`config.mk`:
```
export PLATFORM = sky130hd
export DESIGN_NAME = rad_useq
export DESIGN_NICKNAME = d
export VERILOG_FILES = /design/src/rtl/rad_pkg.sv /design/src/rtl/rad_useq.sv
export SDC_FILE = /design/constraint.sdc
export NUM_CORES = 1
export LEC_CHECK = 0
export ABC_AREA = 1
export ABC_CLOCK_PERIOD_IN_PS = 1730
export BUFFER_PORTS_ARGS = -buffer_cell sky130_fd_sc_hd__buf_2
export CAP_MARGIN = 15
export CORE_MARGIN = 2
export CORE_UTILIZATION = 46
export DETAILED_ROUTE_END_ITERATION = 12
export MAX_ROUTING_LAYER = met4
export PLACE_DENSITY = 0.71
export SLEW_MARGIN = 20
export SYNTH_ARGS = -nofsm -noshare
export SYNTH_HDL_FRONTEND = slang
export SYNTH_SLANG_ARGS = --single-unit
```
`constraint.sdc`:
```
create_clock -name clk -period 1.73 [get_ports clk]
set_clock_uncertainty 0.15 [all_clocks]
set_input_delay 0.0865 -clock clk [delete_from_list [all_inputs] [get_ports clk]]
set_output_delay 0.0865 -clock clk [all_outputs]
set_load 0.01 [all_outputs]
```
`src/rtl/rad_pkg.sv`:
```
// Shared types, constants and control store for the run-length animation decoder.
package rad_pkg;

  localparam int STORE_DEPTH = 4096;
  localparam int ADDR_W      = $clog2(STORE_DEPTH);
  // span pointer: covers any start index, the store and one span beyond it
  localparam int POS_W       = $clog2(STORE_DEPTH + 4096 + 512);
  localparam int UPC_W       = 4;

  typedef enum logic {
    OP_LOAD  = 1'b0,
    OP_QUERY = 1'b1
  } opcode_t;

  typedef enum logic [3:0] {
    A_NONE,
    A_ACCEPT,
    A_RD_POS,
    A_LATCH_HDR,
    A_ADVANCE,
    A_VIDX,
    A_MUL,
    A_ADD,
    A_ERR,
    A_EMIT
  } act_t;

  typedef enum logic [2:0] {
    C_NEVER,
    C_ALWAYS,
    C_IDLE_STAY,
    C_NO_TRACK,
    C_POS_OOR,
    C_TOTAL_ZERO,
    C_IN_SPAN,
    C_OUT_BUSY
  } cond_t;

  localparam logic [UPC_W-1:0] U_WAIT     = 4'd0;
  localparam logic [UPC_W-1:0] U_TRACK    = 4'd1;
  localparam logic [UPC_W-1:0] U_HDR_RD   = 4'd2;
  localparam logic [UPC_W-1:0] U_HDR_CHK  = 4'd3;
  localparam logic [UPC_W-1:0] U_SPAN_CHK = 4'd4;
  localparam logic [UPC_W-1:0] U_ADVANCE  = 4'd5;
  localparam logic [UPC_W-1:0] U_VIDX     = 4'd6;
  localparam logic [UPC_W-1:0] U_VAL_RD   = 4'd7;
  localparam logic [UPC_W-1:0] U_MUL      = 4'd8;
  localparam logic [UPC_W-1:0] U_ADD      = 4'd9;
  localparam logic [UPC_W-1:0] U_ERR      = 4'd10;
  localparam logic [UPC_W-1:0] U_EMIT     = 4'd11;
  localparam logic [UPC_W-1:0] U_RETURN   = 4'd12;

  typedef struct packed {
    act_t              act;
    cond_t             cond;
    logic [UPC_W-1:0]  target;
  } uword_t;

  typedef struct packed {
    logic go;
    logic no_track;
    logic pos_oor;
    logic total_zero;
    logic in_span;
    logic out_busy;
  } flags_t;

  // control store: action, jump condition, jump target; else fall through
  function automatic uword_t ucode_rom(input logic [UPC_W-1:0] addr);
    uword_t w;
    case (addr)
      U_WAIT:     w = '{A_ACCEPT,    C_IDLE_STAY,  U_WAIT};
      U_TRACK:    w = '{A_NONE,      C_NO_TRACK,   U_EMIT};
      U_HDR_RD:   w = '{A_RD_POS,    C_POS_OOR,    U_ERR};
      U_HDR_CHK:  w = '{A_LATCH_HDR, C_TOTAL_ZERO, U_ERR};
      U_SPAN_CHK: w = '{A_NONE,      C_IN_SPAN,    U_VIDX};
      U_ADVANCE:  w = '{A_ADVANCE,   C_ALWAYS,     U_HDR_RD};
      U_VIDX:     w = '{A_VIDX,      C_NEVER,      U_WAIT};
      U_VAL_RD:   w = '{A_RD_POS,    C_POS_OOR,    U_ERR};
      U_MUL:      w = '{A_MUL,       C_NEVER,      U_WAIT};
      U_ADD:      w = '{A_ADD,       C_ALWAYS,     U_EMIT};
      U_ERR:      w = '{A_ERR,       C_NEVER,      U_WAIT};
      U_EMIT:     w = '{A_EMIT,      C_OUT_BUSY,   U_EMIT};
      U_RETURN:   w = '{A_NONE,      C_ALWAYS,     U_WAIT};
      default:    w = '{A_NONE,      C_ALWAYS,     U_WAIT};
    endcase
    return w;
  endfunction

endpackage

```
`src/rtl/rad_useq.sv`:
```
// Microsequencer: step counter, control store lookup and conditional jumps.
module rad_useq (
  input  logic                         clk,
  input  logic                         rst_n,
  input  rad_pkg::flags_t              flags,
  output rad_pkg::uword_t              uword,
  output logic [rad_pkg::UPC_W-1:0]    upc
);

  logic [rad_pkg::UPC_W-1:0] upc_r, upc_nxt;
  logic                      take;

  assign uword = rad_pkg::ucode_rom(upc_r);
  assign upc   = upc_r;

  always_comb begin
    case (uword.cond)
      rad_pkg::C_NEVER:      take = 1'b0;
      rad_pkg::C_ALWAYS:     take = 1'b1;
      rad_pkg::C_IDLE_STAY:  take = !flags.go;
      rad_pkg::C_NO_TRACK:   take = flags.no_track;
      rad_pkg::C_POS_OOR:    take = flags.pos_oor;
      rad_pkg::C_TOTAL_ZERO: take = flags.total_zero;
      rad_pkg::C_IN_SPAN:    take = flags.in_span;
      rad_pkg::C_OUT_BUSY:   take = flags.out_busy;
      default:               take = 1'b1;
    endcase
    upc_nxt = take ? uword.target : upc_r + rad_pkg::UPC_W'(1);
  end

  always_ff @(posedge clk) begin
    if (!rst_n) begin
      upc_r <= rad_pkg::U_WAIT;
    end else begin
      upc_r <= upc_nxt;
    end
  end

endmodule

```
Word-level counts from Yosys, hierarchy flattened
Memories as Yosys holds them, arrays and structs flattened. A register that Yosys moved wholly into a read port is not among the register bits.
Index checks and enable logic that the tools add are counted.
{ "classes": {"n_reduce_logical": 2, "n_addsub": 1, "muxes": 3, "eq_ne": 7} }
{ "op_table": {"columns": ["op", "count"], "rows": [
  ["equality test 3 bit, second input constant", 4],
  ["2-to-1 mux 4 bit", 2],
  ["case mux 1 bit (8 select lines)", 1],
  ["equality test 3 x 2 -> 1 bit, second input constant", 2],
  ["adder 4 x 1 -> 4 bit, second input constant", 1],
  ["equality test 3 x 1 -> 1 bit, second input constant", 1],
  ["logical NOT 3 bit", 1],
  ["logical NOT 1 bit", 1]
]} }
{ "word_totals": {"romBits": 176, "memories": 1, "word_cells": 15, "in_bits": 8, "output_inout_bits": 15, "register_bits": 4} }
{ "memory_table": {"columns": ["memory", "depth", "width", "rd", "rd_ports_with_merged_regs", "wr", "line", "rtl"], "rows": [
  ["(name not given)", 16, 11, 1, 1, 0, "rad_pkg.sv:71", "case (addr)"]
]} }

Longest topological paths before layout
Gate-level depths: netlist (run 1).
{ "depth": {"depth_word": 4, "ltp_mapped": 15, "mapped_depth_nobuf": 15} }

Worst setup path after synthesis (run 1)
No wires, ideal clock.
{ "synth_timing": {"path_kind": "reg-to-reg", "startpoint": "register, netlist name uword[5]", "endpoint": "register, netlist name uword[6]", "synth_period_minus_slack_ns": 1.908, "t_arrival_ns": 1.644, "path_stages_with_launch": 13, "slack_ns": -0.178, "cell_sequence": "dfxtp_1 -> inv_2 -> o21ai_4 -> nand3_4 -> nand2_4 -> nand2_1 -> o21ai_1 -> nand2_1 -> ha_1 -> inv_1 -> nand2_1 -> nand3_1 -> nand2_1"} }
{ "synth_between": {"elab_chain_cells": 4, "elab_cells_between_ends": 11, "classes_between": "eq/ne: 7; mux: 3; reduce/logical: 1"} }
{ "synth_lines": {"columns": ["element", "line", "rtl"], "rows": [
  ["equality test 3 bit (tied with other cells)", "rad_useq.sv:17", "case (uword.cond)"],
  ["case mux 1 bit (8 select lines) *", "rad_useq.sv:17", null],
  ["2-to-1 mux 4 bit *", "rad_useq.sv:28", "upc_nxt = take ? uword.target : upc_r + rad_pkg::UPC_W'(1);"],
  ["2-to-1 mux 4 bit (no line) *", null, null]
]} }
Every way passes the cells marked *; elsewhere a longest branch is shown, timed or not.
A chain may end at the register's enable or synchronous reset.

Final worst setup path (run 1)
{ "layout_timing": {"startpoint": "register, netlist name uword[5]", "endpoint": "register, netlist name uword[6]"} }
{ "layout_between": {"elab_chain_cells": 4, "elab_cells_between_ends": 11, "classes_between": "eq/ne: 7; mux: 3; reduce/logical: 1"} }
{ "layout_lines": {"columns": ["element", "line"], "rows": [
  ["equality test 3 bit (tied with other cells)", "rad_useq.sv:17"],
  ["case mux 1 bit (8 select lines) *", "rad_useq.sv:17"],
  ["2-to-1 mux 4 bit *", "rad_useq.sv:28"],
  ["2-to-1 mux 4 bit (no line) *", null]
]} }
Marks and branches as above.

==> results of run 1 <==
[metal layers]
metal,vias up,GRT usage,share of wire
met2,21,0.3200,0.51
met3,6,0.03396,0.032
met1,352,0.2222,0.43
met5,-,-,0
met4,0,0.1135,0.027
li1,411,-,-
[where the power goes]
part           leakage, nW  internal (mW)  switching (mW)
Sequential           0.125          0.516           0.107
Clock               0.0150         0.0897           0.114
Combinational        0.475          0.775            1.10
[cell families after synthesis]
family          count (synthesis)  synth area share
compound gates                  5           0.04514
xor+xnor                        2           0.01975
fa+ha+maj                       7           0.09873
buf+inv                        15           0.06770
flops                          15            0.3385
simple gates                   65            0.4302
[cells in the final DEF (no fill, tap or decap)]
cell type and count:
a21oi_2 2, buf_2 22, buf_4 8, clkbuf_1 1, clkbuf_4 3, dfxtp_1 13, dfxtp_2 1, dfxtp_4 1
ha_1 3, ha_2 3, ha_4 1, inv_1 9, inv_2 4, inv_4 1, nand2_1 22, nand2_2 11
nand2_4 3, nand3_1 11, nand3_2 3, nand3_4 4, nand3b_1 2, nor2_1 3, nor2_2 1, nor2_4 5
o21ai_2 2, o21ai_4 1, xnor2_1 1, xor2_1 1
[layout make-up]
type                    count  area [um^2]
clock buffers               4        26.28
fillers                   156        570.5
inverters                  14        55.05
multi-input cells          79        605.6
flip-flops and latches     15        305.3
well taps                  25        31.28
repair buffers             30        170.2
[timing repair]
action,in CTS,in global routing
gates resized for setup,4,11
hold endpoints to repair,0,0
buffers inserted,0,1
pin swaps,1,6
setup endpoints to repair,7,10
[how the worst min path moves through the flow]
stage | slack [ps] | cells after the start | from | endpoint
4_1_cts | 20 | 3 | rst_n | upc[3]
2_1_floorplan | 240 | 0 | uword[10] | uword[10]
3_3_place_gp | 330 | 3 | rst_n | upc[3]
3_5_place_dp | 330 | 1 | uword[9] | uword[9]
6_report | 50 | 3 | rst_n | upc[2]
5_1_grt | 60 | 3 | rst_n | upc[2]
[flip-flops by register name (all words and copies together), names as in the netlist]
register  cells
uword        11
upc           4
[critical path: cells and delay by family (launching register included)]
family	cells	cell delay [ps]
compound gates	1	130
fa+ha+maj	1	220
buf+inv	3	180
flops	1	380
simple gates	6	610
==> reports/metrics.yaml, run 1 <==
gp_congestion: 0.9172
max_cap_viol_count: 0
r2r-start: "uword[5]"
drc: 0
grt_pass1_vias: 713
cp-start-kind: "flip-flop"
fin_hold_ws_ps: 54.58
synth-async-reset-ratio: 0
avgSynthCellArea_um2: 8.139
clock-root-buffer: "clkbuf_4"
synth_cell_types: 21
violations: "setup timing"
place_area_mm2: 0.001109
critical-path-max-stage-delay_ps: 380
vias_per_cell: 4.731
rsz0062_at_grt: "yes"
ant_nets: 0
via_count: 790
cts_buffers: 3
slew_violations: 0
finalCritPeriodShare: 1.011
dp_slack_ps: -53.90
vdd_ir_drop_max_mv: 1.037
finalSetupTns_ps: -19.79
synth-seq-cells: 15
coreArea_mm2: 0.001764
gr-total-overflow: 0
yosysMostFrequentCell: "nand2_1"
worstPathMaxFanout: 5
dieHeight_um: 47.92
die_area_mm2: 0.002296
grt_max_degree: 10
final_util: 0.6766
crit_path_frequent_cell: "inv_2"
critPathCapture: "uword[6]"
synth_ff_type: "dfxtp_1"
synth_top_area_frac: 0.3385
p_leak_nw: 0.6154
p_per_area_mw_per_mm2: 2264
worstReg2RegEnd: "uword[6]"
relSlewSlack: 0.8068
grt_use_total: 0.1959
final_cell_area_mm2: 0.001194
drt-total-wl_um: 1948
path_cells: "inv_4, o21ai_4, nand3_4, nand3b_1, inv_2, nor2_4, ha_4, inv_2, nand2_2, nand3_2, nand2_1"
cts_tree: "done"
drive_above_1_share: 0.5352
finalSetupViolations: 1
grt_pass1_wl_um: 2932
synth_fp_nets: 124
start_util: 0.5028
antenna_cells: 0
syn_area_um2: 887.1
yosys_warnings: 0
status: "finished with violations"
path_clk_slew_ps: 90
num_rows: 15
crit_type: "reg -> reg"
slowest_stage: "dfxtp_4"
arrival_ps: 1780
dp_hpwl_um: 1585
syn_inst: 109
synth_common_cells: "nand2_1, dfxtp_1, nand3_1, inv_1"
drt_iter0_drc: 9
final-hold-violation-count: 0
cts_hold_buffers: 0
fmax_ghz: 0.5715
fp.dieW_um: 47.92
reg2reg_slack_ps: -20
clock_latency_ps: 290
reg2reg_depth: 11
worst_setup_path_end_kind: "flip-flop"
startpoint: "uword[5]"
power_mw: 2.702
seq_area_frac_synth: 0.3385
wl_per_cell_um: 11.66
hold_path.class: "in -> reg"
period_needed_ps: 1750
antenna_found_initial: 0
synthTopCellsByArea: "dfxtp_1, nand2_1, ha_1"
cts-htree-levels: 1
fin_nets: 158
syn_to_final_growth_pct: 34.56
critPathRequiredTime_ps: 1770
tightest_slew_ps: 287.8
io_pins: 23
cts_buffer_depth: 2
instances_no_fill: 167
clock_sinks: 15
fin_ws_ps: -19.79
synth_edf_count: 0
synth_top_area_cell: "dfxtp_1"
first_pass_iters: 4
port_buffers: 22
place_inst: 162
(Power assumes the default switching activity.)
==> run 2, diff against run 1 <==
--- a/config.mk
+++ b/config.mk
@@ -6,15 +6,17 @@
 export NUM_CORES = 1
 export LEC_CHECK = 0
 export ABC_AREA = 1
-export ABC_CLOCK_PERIOD_IN_PS = 1730
+export ABC_CLOCK_PERIOD_IN_PS = 1800
 export BUFFER_PORTS_ARGS = -buffer_cell sky130_fd_sc_hd__buf_2
 export CAP_MARGIN = 15
 export CORE_MARGIN = 2
-export CORE_UTILIZATION = 46
+export CORE_UTILIZATION = 50
 export DETAILED_ROUTE_END_ITERATION = 12
 export MAX_ROUTING_LAYER = met4
-export PLACE_DENSITY = 0.71
+export PLACE_DENSITY = 0.73
+export SETUP_SLACK_MARGIN = 0.3
 export SLEW_MARGIN = 20
 export SYNTH_ARGS = -nofsm -noshare
 export SYNTH_HDL_FRONTEND = slang
 export SYNTH_SLANG_ARGS = --single-unit
+export TNS_END_PERCENT = 30
==> constraint.sdc (replaced) <==
create_clock -name clk -period 1.8 [get_ports clk]
set_clock_uncertainty 0.15 [all_clocks]
set_input_delay 0.09 -clock clk [delete_from_list [all_inputs] [get_ports clk]]
set_output_delay 0.09 -clock clk [all_outputs]
set_load 0.01 [all_outputs]
==> reports/metrics.yaml, run 2 (same netlist as run 1, synthesis figures left out) <==
status: "finished with violations"  # unchanged
violations: "setup timing"  # unchanged
cts_buffer_depth: 2  # unchanged
power_mw: 2.798  # was 2.702 mW
switchingPower_mw: 1.373  # was 1.321 mW
final_common_cell: "buf_2"
clock-root-buffer: "clkbuf_4"  # unchanged
p_per_area_mw_per_mm2: 2236  # was 2264 mW/mm^2
slowest_stage: "dfxtp_4"  # unchanged
largest_reg_flops: 11  # unchanged
period_needed_ps: 1806  # was 1750 ps
drt_iter0_drc: 14  # was 9
cts-htree-levels: 1  # unchanged
fin_hold_ws_ps: 85.38  # was 54.58 ps
clock_sinks: 15  # unchanged
cp_num_buf_inv: 3  # unchanged
fin_nets: 163  # was 158
drt-total-wl_um: 2198  # was 1948 um
cts_buffers: 3  # unchanged
io_pins: 23  # unchanged
cts_tree: "done"  # unchanged
vdd_ir_drop_max_mv: 1.156  # was 1.037 mV
die_area_mm2: 0.002127  # was 0.002296 mm^2
dieHeight_um: 46.12  # was 47.92 um
first_pass_iters: 4  # unchanged
critPathRequiredTime_ps: 1830  # was 1770 ps
relSlewSlack: 0.7854  # was 0.8068
path_clk_slew_ps: 80  # was 90 ps
vias_per_cell: 5.128  # was 4.731
grt_pass1_wl_um: 3125  # was 2932 um
clkPwrFrac: 0.068  # was 0.075
arrival_ps: 1840  # was 1780 ps
ant_nets: 0  # unchanged
final-hold-violation-count: 0  # unchanged
worstPathMaxFanout: 5  # unchanged
syn_to_final_growth_pct: 41.04  # was 34.56%
worst_setup_path_end_kind: "flip-flop"  # unchanged
grt_use_total: 0.2187  # was 0.1959
final_cell_area_mm2: 0.001251  # was 0.001194 mm^2
path_cells: "inv_4, o21ai_4, nand3_4, nand3b_1, inv_2, nor2_4, ha_4, inv_2, nand2_2, nand3_2, nand2_1"  # unchanged
layout_common_cells: "buf_2, nand2_1, buf_4, dfxtp_1"  # was nand2_1, buf_2, dfxtp_1
start_util: 0.5252  # was 0.5028
crit_type: "reg -> reg"  # unchanged
rsz0062_at_grt: "yes"  # unchanged
pwr-share-comb: 0.718  # was 0.694
max_cap_viol_count: 0  # unchanged
grt_max_degree: 10  # unchanged
startpoint: "uword[5]"  # unchanged
cts_hold_buffers: 0  # unchanged
min_from: "rst_n"  # unchanged
finalSetupViolations: 1  # unchanged
hold_path.class: "in -> reg"  # unchanged
swShare: 0.4906  # was 0.4890
p_int_mw: 1.425  # was 1.381 mW
fp.dieW_um: 46.12  # was 47.92 um
r2r-start: "uword[5]"  # unchanged
antenna_found_initial: 0  # unchanged
finalCritPeriodShare: 1.003  # was 1.011
drc: 0  # unchanged
nFillCells: 137  # was 156
crit_path_frequent_cell: "inv_2"  # unchanged
fin_ws_ps: -5.721  # was -19.79 ps
tightest_slew_ps: 322.0  # was 287.8 ps
coreArea_mm2: 0.001689  # was 0.001764 mm^2
num_rows: 15  # unchanged
grt_pass1_vias: 774  # was 713
critical-path-max-stage-delay_ps: 380  # about the same
drive_above_1_share: 0.5578  # was 0.5352
gp_congestion: 0.8720  # was 0.9172
clock_latency_ps: 280  # was 290 ps
slew_violations: 0  # unchanged
place_area_mm2: 0.001099  # was 0.001109 mm^2
power_frac_seq: 0.215  # was 0.231
p_leak_nw: 0.6473  # was 0.6154 nW
cp-start-kind: "flip-flop"  # unchanged
dp_hpwl_um: 1583  # was 1585 um
gr-total-overflow: 0  # unchanged
antenna_cells: 0  # unchanged
via_count: 841  # was 790
wl_per_cell_um: 13.40  # was 11.66 um
final_util: 0.7407  # was 0.6766
worst_path_dominant_cell_family: "simple AND/OR/NAND/NOR gates"  # unchanged
port_buffers: 22  # unchanged
fmax_ghz: 0.5538  # was 0.5715 GHz
==> run 2: changes by cell type in the layout (fill, tap and decap cells not counted), sizes merged <==
| cell | change |
|---|---|
| buf | +5 |
==> run 2: metal layers <==
metal	vias up	track usage	wire, um
li1	422	-	-
met1	397	0.2398	959
met2	18	0.3806	1135
met3	4	0.04706	76
met4	0	0.08571	26
met5	-	-	0
==> run 2: cell type report <==
class                           instances  area, um^2  area share
Tap cell                               17       21.27     0.01700
Clock buffer                            4       26.28     0.02100
Multi-Input combinational cell         79       633.1      0.5060
Inverter                               14       57.56     0.04600
Timing Repair Buffer                   35       207.7      0.1660
Sequential cell                        15       305.3      0.2440
==> run 2: worst paths after layout <==
kind / end / slack (ps) / cells after the start
worst max-delay path: uword[6] / -6 / 11
worst min-delay path: upc[3] / 90 / 3
worst max register to register: uword[6] / -6 / 11
worst min register to register: upc[3] / 450 / 2
==> run 2: worst register-to-register path: cells and delay by family (launching register included) <==
family / cells / cell delay [ps]
AOI/OAI and AO/OA: 1 / 130
buffers and inverters: 3 / 190
adders and majority gates: 1 / 230
DFF: 1 / 380
and+or+nand+nor: 6 / 630
==> run 2: repair_timing <==
| action | 4_1_cts | 5_1_grt |
|---|---|---|
| setup buffers | 2 | 4 |
| pin swaps | 9 | 11 |
| gates resized for setup | 9 | 11 |
| setup endpoints to repair | 12 | 13 |
==> run 2: power groups by stage <==
| stage | logic, mW | registers (mW) | clock network, mW |
|---|---|---|---|
| after floorplan | 1.10 | 0.668 | 0 |
| after global placement | 1.62 | 0.596 | 0 |
| after detailed placement | 1.65 | 0.607 | 0 |
| after CTS | 1.80 | 0.601 | 0.184 |
| after global routing | 2.19 | 0.617 | 0.206 |
| final | 2.01 | 0.600 | 0.189 |
==> run 2: through the flow <==
stage                     instances  worst slack (ps)  TNS, ps
after floorplan                 109             79.90        0
after global placement          154             40.67        0
after detailed placement        154            -16.87   -18.21
after CTS                       160            -12.54   -12.54
after global routing            164            -87.76   -303.1
final                           164            -5.721   -5.721
==> run 3, diff against run 2 <==
--- a/config.mk
+++ b/config.mk
@@ -7,13 +7,13 @@
 export LEC_CHECK = 0
 export ABC_AREA = 1
 export ABC_CLOCK_PERIOD_IN_PS = 1800
-export BUFFER_PORTS_ARGS = -buffer_cell sky130_fd_sc_hd__buf_2
 export CAP_MARGIN = 15
 export CORE_MARGIN = 2
 export CORE_UTILIZATION = 50
 export DETAILED_ROUTE_END_ITERATION = 12
+export DONT_BUFFER_PORTS = 1
 export MAX_ROUTING_LAYER = met4
-export PLACE_DENSITY = 0.73
+export PLACE_DENSITY = 0.62
 export SETUP_SLACK_MARGIN = 0.3
 export SLEW_MARGIN = 20
 export SYNTH_ARGS = -nofsm -noshare
==> reports/metrics.yaml, run 3 (same netlist as run 1, synthesis figures left out) <==
status: "finished with violations"  # unchanged
violations: "hold timing"  # was setup timing
relSlewSlack: 0.8154  # was 0.7854
drc: 0  # unchanged
final_cell_area_mm2: 0.001240  # was 0.001251 mm^2
clkPwrFrac: 0.065  # was 0.068
via_count: 763  # was 841
instances_no_fill: 151  # was 164
min_from: "rst_n"  # unchanged
first_pass_iters: 4  # unchanged
reg2reg_slack_ps: 10  # was -6 ps
wl_met1_um: 829  # was 959 um
p_leak_nw: 0.6304  # was 0.6473 nW
antenna_found_initial: 0  # unchanged
final_common_cell: "nand2_1"  # was buf_2
arrival_ps: 1800  # was 1840 ps
dp_hpwl_um: 1410  # was 1583 um
io_pins: 23  # unchanged
worst_setup_path_end_kind: "flip-flop"  # unchanged
rsz0062_at_grt: "yes"  # unchanged
power_frac_seq: 0.227  # was 0.215
path_clk_slew_ps: 100  # was 80 ps
largest_reg_flops: 11  # unchanged
grt_use_total: 0.2003  # was 0.2187
start_util: 0.5252  # unchanged
die_area_mm2: 0.002127  # unchanged
r2r-start: "uword[5]"  # unchanged
cp-start-kind: "flip-flop"  # unchanged
tightest_slew_ps: 275.0  # was 322.0 ps
whs_path_depth: 2  # was 3
reg2reg_depth: 11  # unchanged
wl_met2_um: 990  # was 1135 um
critPathCapture: "uword[6]"  # unchanged
multi_input_area_um2: 650.6  # was 633.1 um^2
dieHeight_um: 46.12  # unchanged
cts-htree-levels: 1  # unchanged
critPathRequiredTime_ps: 1820  # was 1830 ps
slew_violations: 0  # unchanged
clock_sinks: 15  # unchanged
cts_buffer_depth: 2  # unchanged
p_int_mw: 1.510  # was 1.425 mW
gp_congestion: 0.7787  # was 0.8720
period_needed_ps: 1785  # was 1806 ps
crit_type: "reg -> reg"  # unchanged
nFillCells: 147  # was 137
place_area_mm2: 0.001011  # was 0.001099 mm^2
antenna_cells: 0  # unchanged
startpoint: "uword[5]"  # unchanged
layout_common_cells: "nand2_1, buf_4, dfxtp_1"  # was buf_2, nand2_1, buf_4, dfxtp_1
fin_hold_ws_ps: -199.5  # was 85.38 ps
final-hold-violation-count: 15  # was 0
clock-root-buffer: "clkbuf_4"  # unchanged
cts_tree: "done"  # unchanged
clock_latency_ps: 280  # about the same
fp.dieW_um: 46.12  # unchanged
fin_nets: 150  # was 163
drive_above_1_share: 0.5299  # was 0.5578
grt_pass1_wl_um: 2987  # was 3125 um
ant_nets: 0  # unchanged
p_per_area_mw_per_mm2: 2313  # was 2236 mW/mm^2
place_inst: 135  # was 154
swShare: 0.4735  # was 0.4906
switchingPower_mw: 1.358  # was 1.373 mW
vias_per_cell: 5.053  # was 5.128
grt_pass1_vias: 725  # was 774
worstPathMaxFanout: 5  # unchanged
drt_iter0_drc: 7  # was 14
port_buffers: 0  # was 22
num_rows: 15  # unchanged
wl_met3_um: 71  # was 76 um
fmax_ghz: 0.5601  # was 0.5538 GHz
gr-total-overflow: 0  # unchanged
grt_max_degree: 10  # unchanged
vdd_ir_drop_max_mv: 1.182  # was 1.156 mV
finalSetupViolations: 0  # was 1
cts_buffers: 3  # unchanged
finalCritPeriodShare: 0.9918  # was 1.003
drt-total-wl_um: 1896  # was 2198 um
wl_per_cell_um: 12.56  # was 13.40 um
power_mw: 2.868  # was 2.798 mW
pwr-share-comb: 0.708  # was 0.718
worstReg2RegEnd: "uword[6]"  # unchanged
syn_to_final_growth_pct: 39.77  # was 41.04%
coreArea_mm2: 0.001689  # unchanged
regArea_um2: 305.3  # unchanged
routed.top_layer: "met4"  # unchanged
hold_path.class: "in -> reg"  # unchanged
max_cap_viol_count: 0  # unchanged
-- run 3: critical path, cell delays in order (launching register included) --
cell and delay [ps]:
dfxtp_4 380, inv_4 50, o21ai_4 130, nand3_4 120, nand3b_1 170, inv_2 80
nor2_4 170, ha_4 230, inv_2 50, nand2_2 40, nand3_2 60, nand2_1 50
-- run 3: layout make-up --
class                           instances  share of cell area
Tap cell                               17             0.01715
Clock inverter                          1            0.004036
Timing Repair Buffer                   22              0.1453
Sequential cell                        15              0.2462
Inverter                               14             0.04440
Clock buffer                            3             0.01816
Multi-Input combinational cell         79              0.5247
-- run 3: routing by layer --
metal | up-vias | GRT usage
li1 | 393 | -
met1 | 355 | 0.2440
met2 | 13 | 0.3306
met3 | 2 | 0.03529
met4 | 0 | 0.06857
met5 | - | -
-- run 3: what timing repair did --
action                                  CTS  global route
endpoints found under the hold margin    15            14
gates resized for setup                  15            12
setup buffers                             7             5
endpoints found under the setup margin   11            13
pin swaps                                16            17
cloned                                    0             0
-- run 3: power by group through the flow --
stage | combinational [mW] | sequential [mW] | clock, mW
final | 2.03 | 0.650 | 0.186
after global routing | 2.24 | 0.672 | 0.212
after CTS | 1.82 | 0.649 | 0.192
after detailed placement | 1.51 | 0.656 | 0
after global placement | 1.47 | 0.651 | 0
after floorplan | 1.10 | 0.668 | 0
-- run 3: how the worst min path moves through the flow --
stage          slack, ps         to
3_5_place_dp         110     upc[3]
4_1_cts             -210     upc[3]
2_1_floorplan        240  uword[10]
5_1_grt             -200     upc[3]
6_report            -200     upc[3]
3_3_place_gp         110     upc[3]
-- run 3: stage by stage --
step	TNS (ps)	utilization	setup slack (ps)
2_1_floorplan	0	-	79.90
3_3_place_gp	0	0.5985	8.288
3_5_place_dp	-152.3	0.5985	-78.57
4_1_cts	-36.55	0.6844	-23.32
5_1_grt	-469.3	0.7341	-98.46
6_report	0	0.7341	14.75
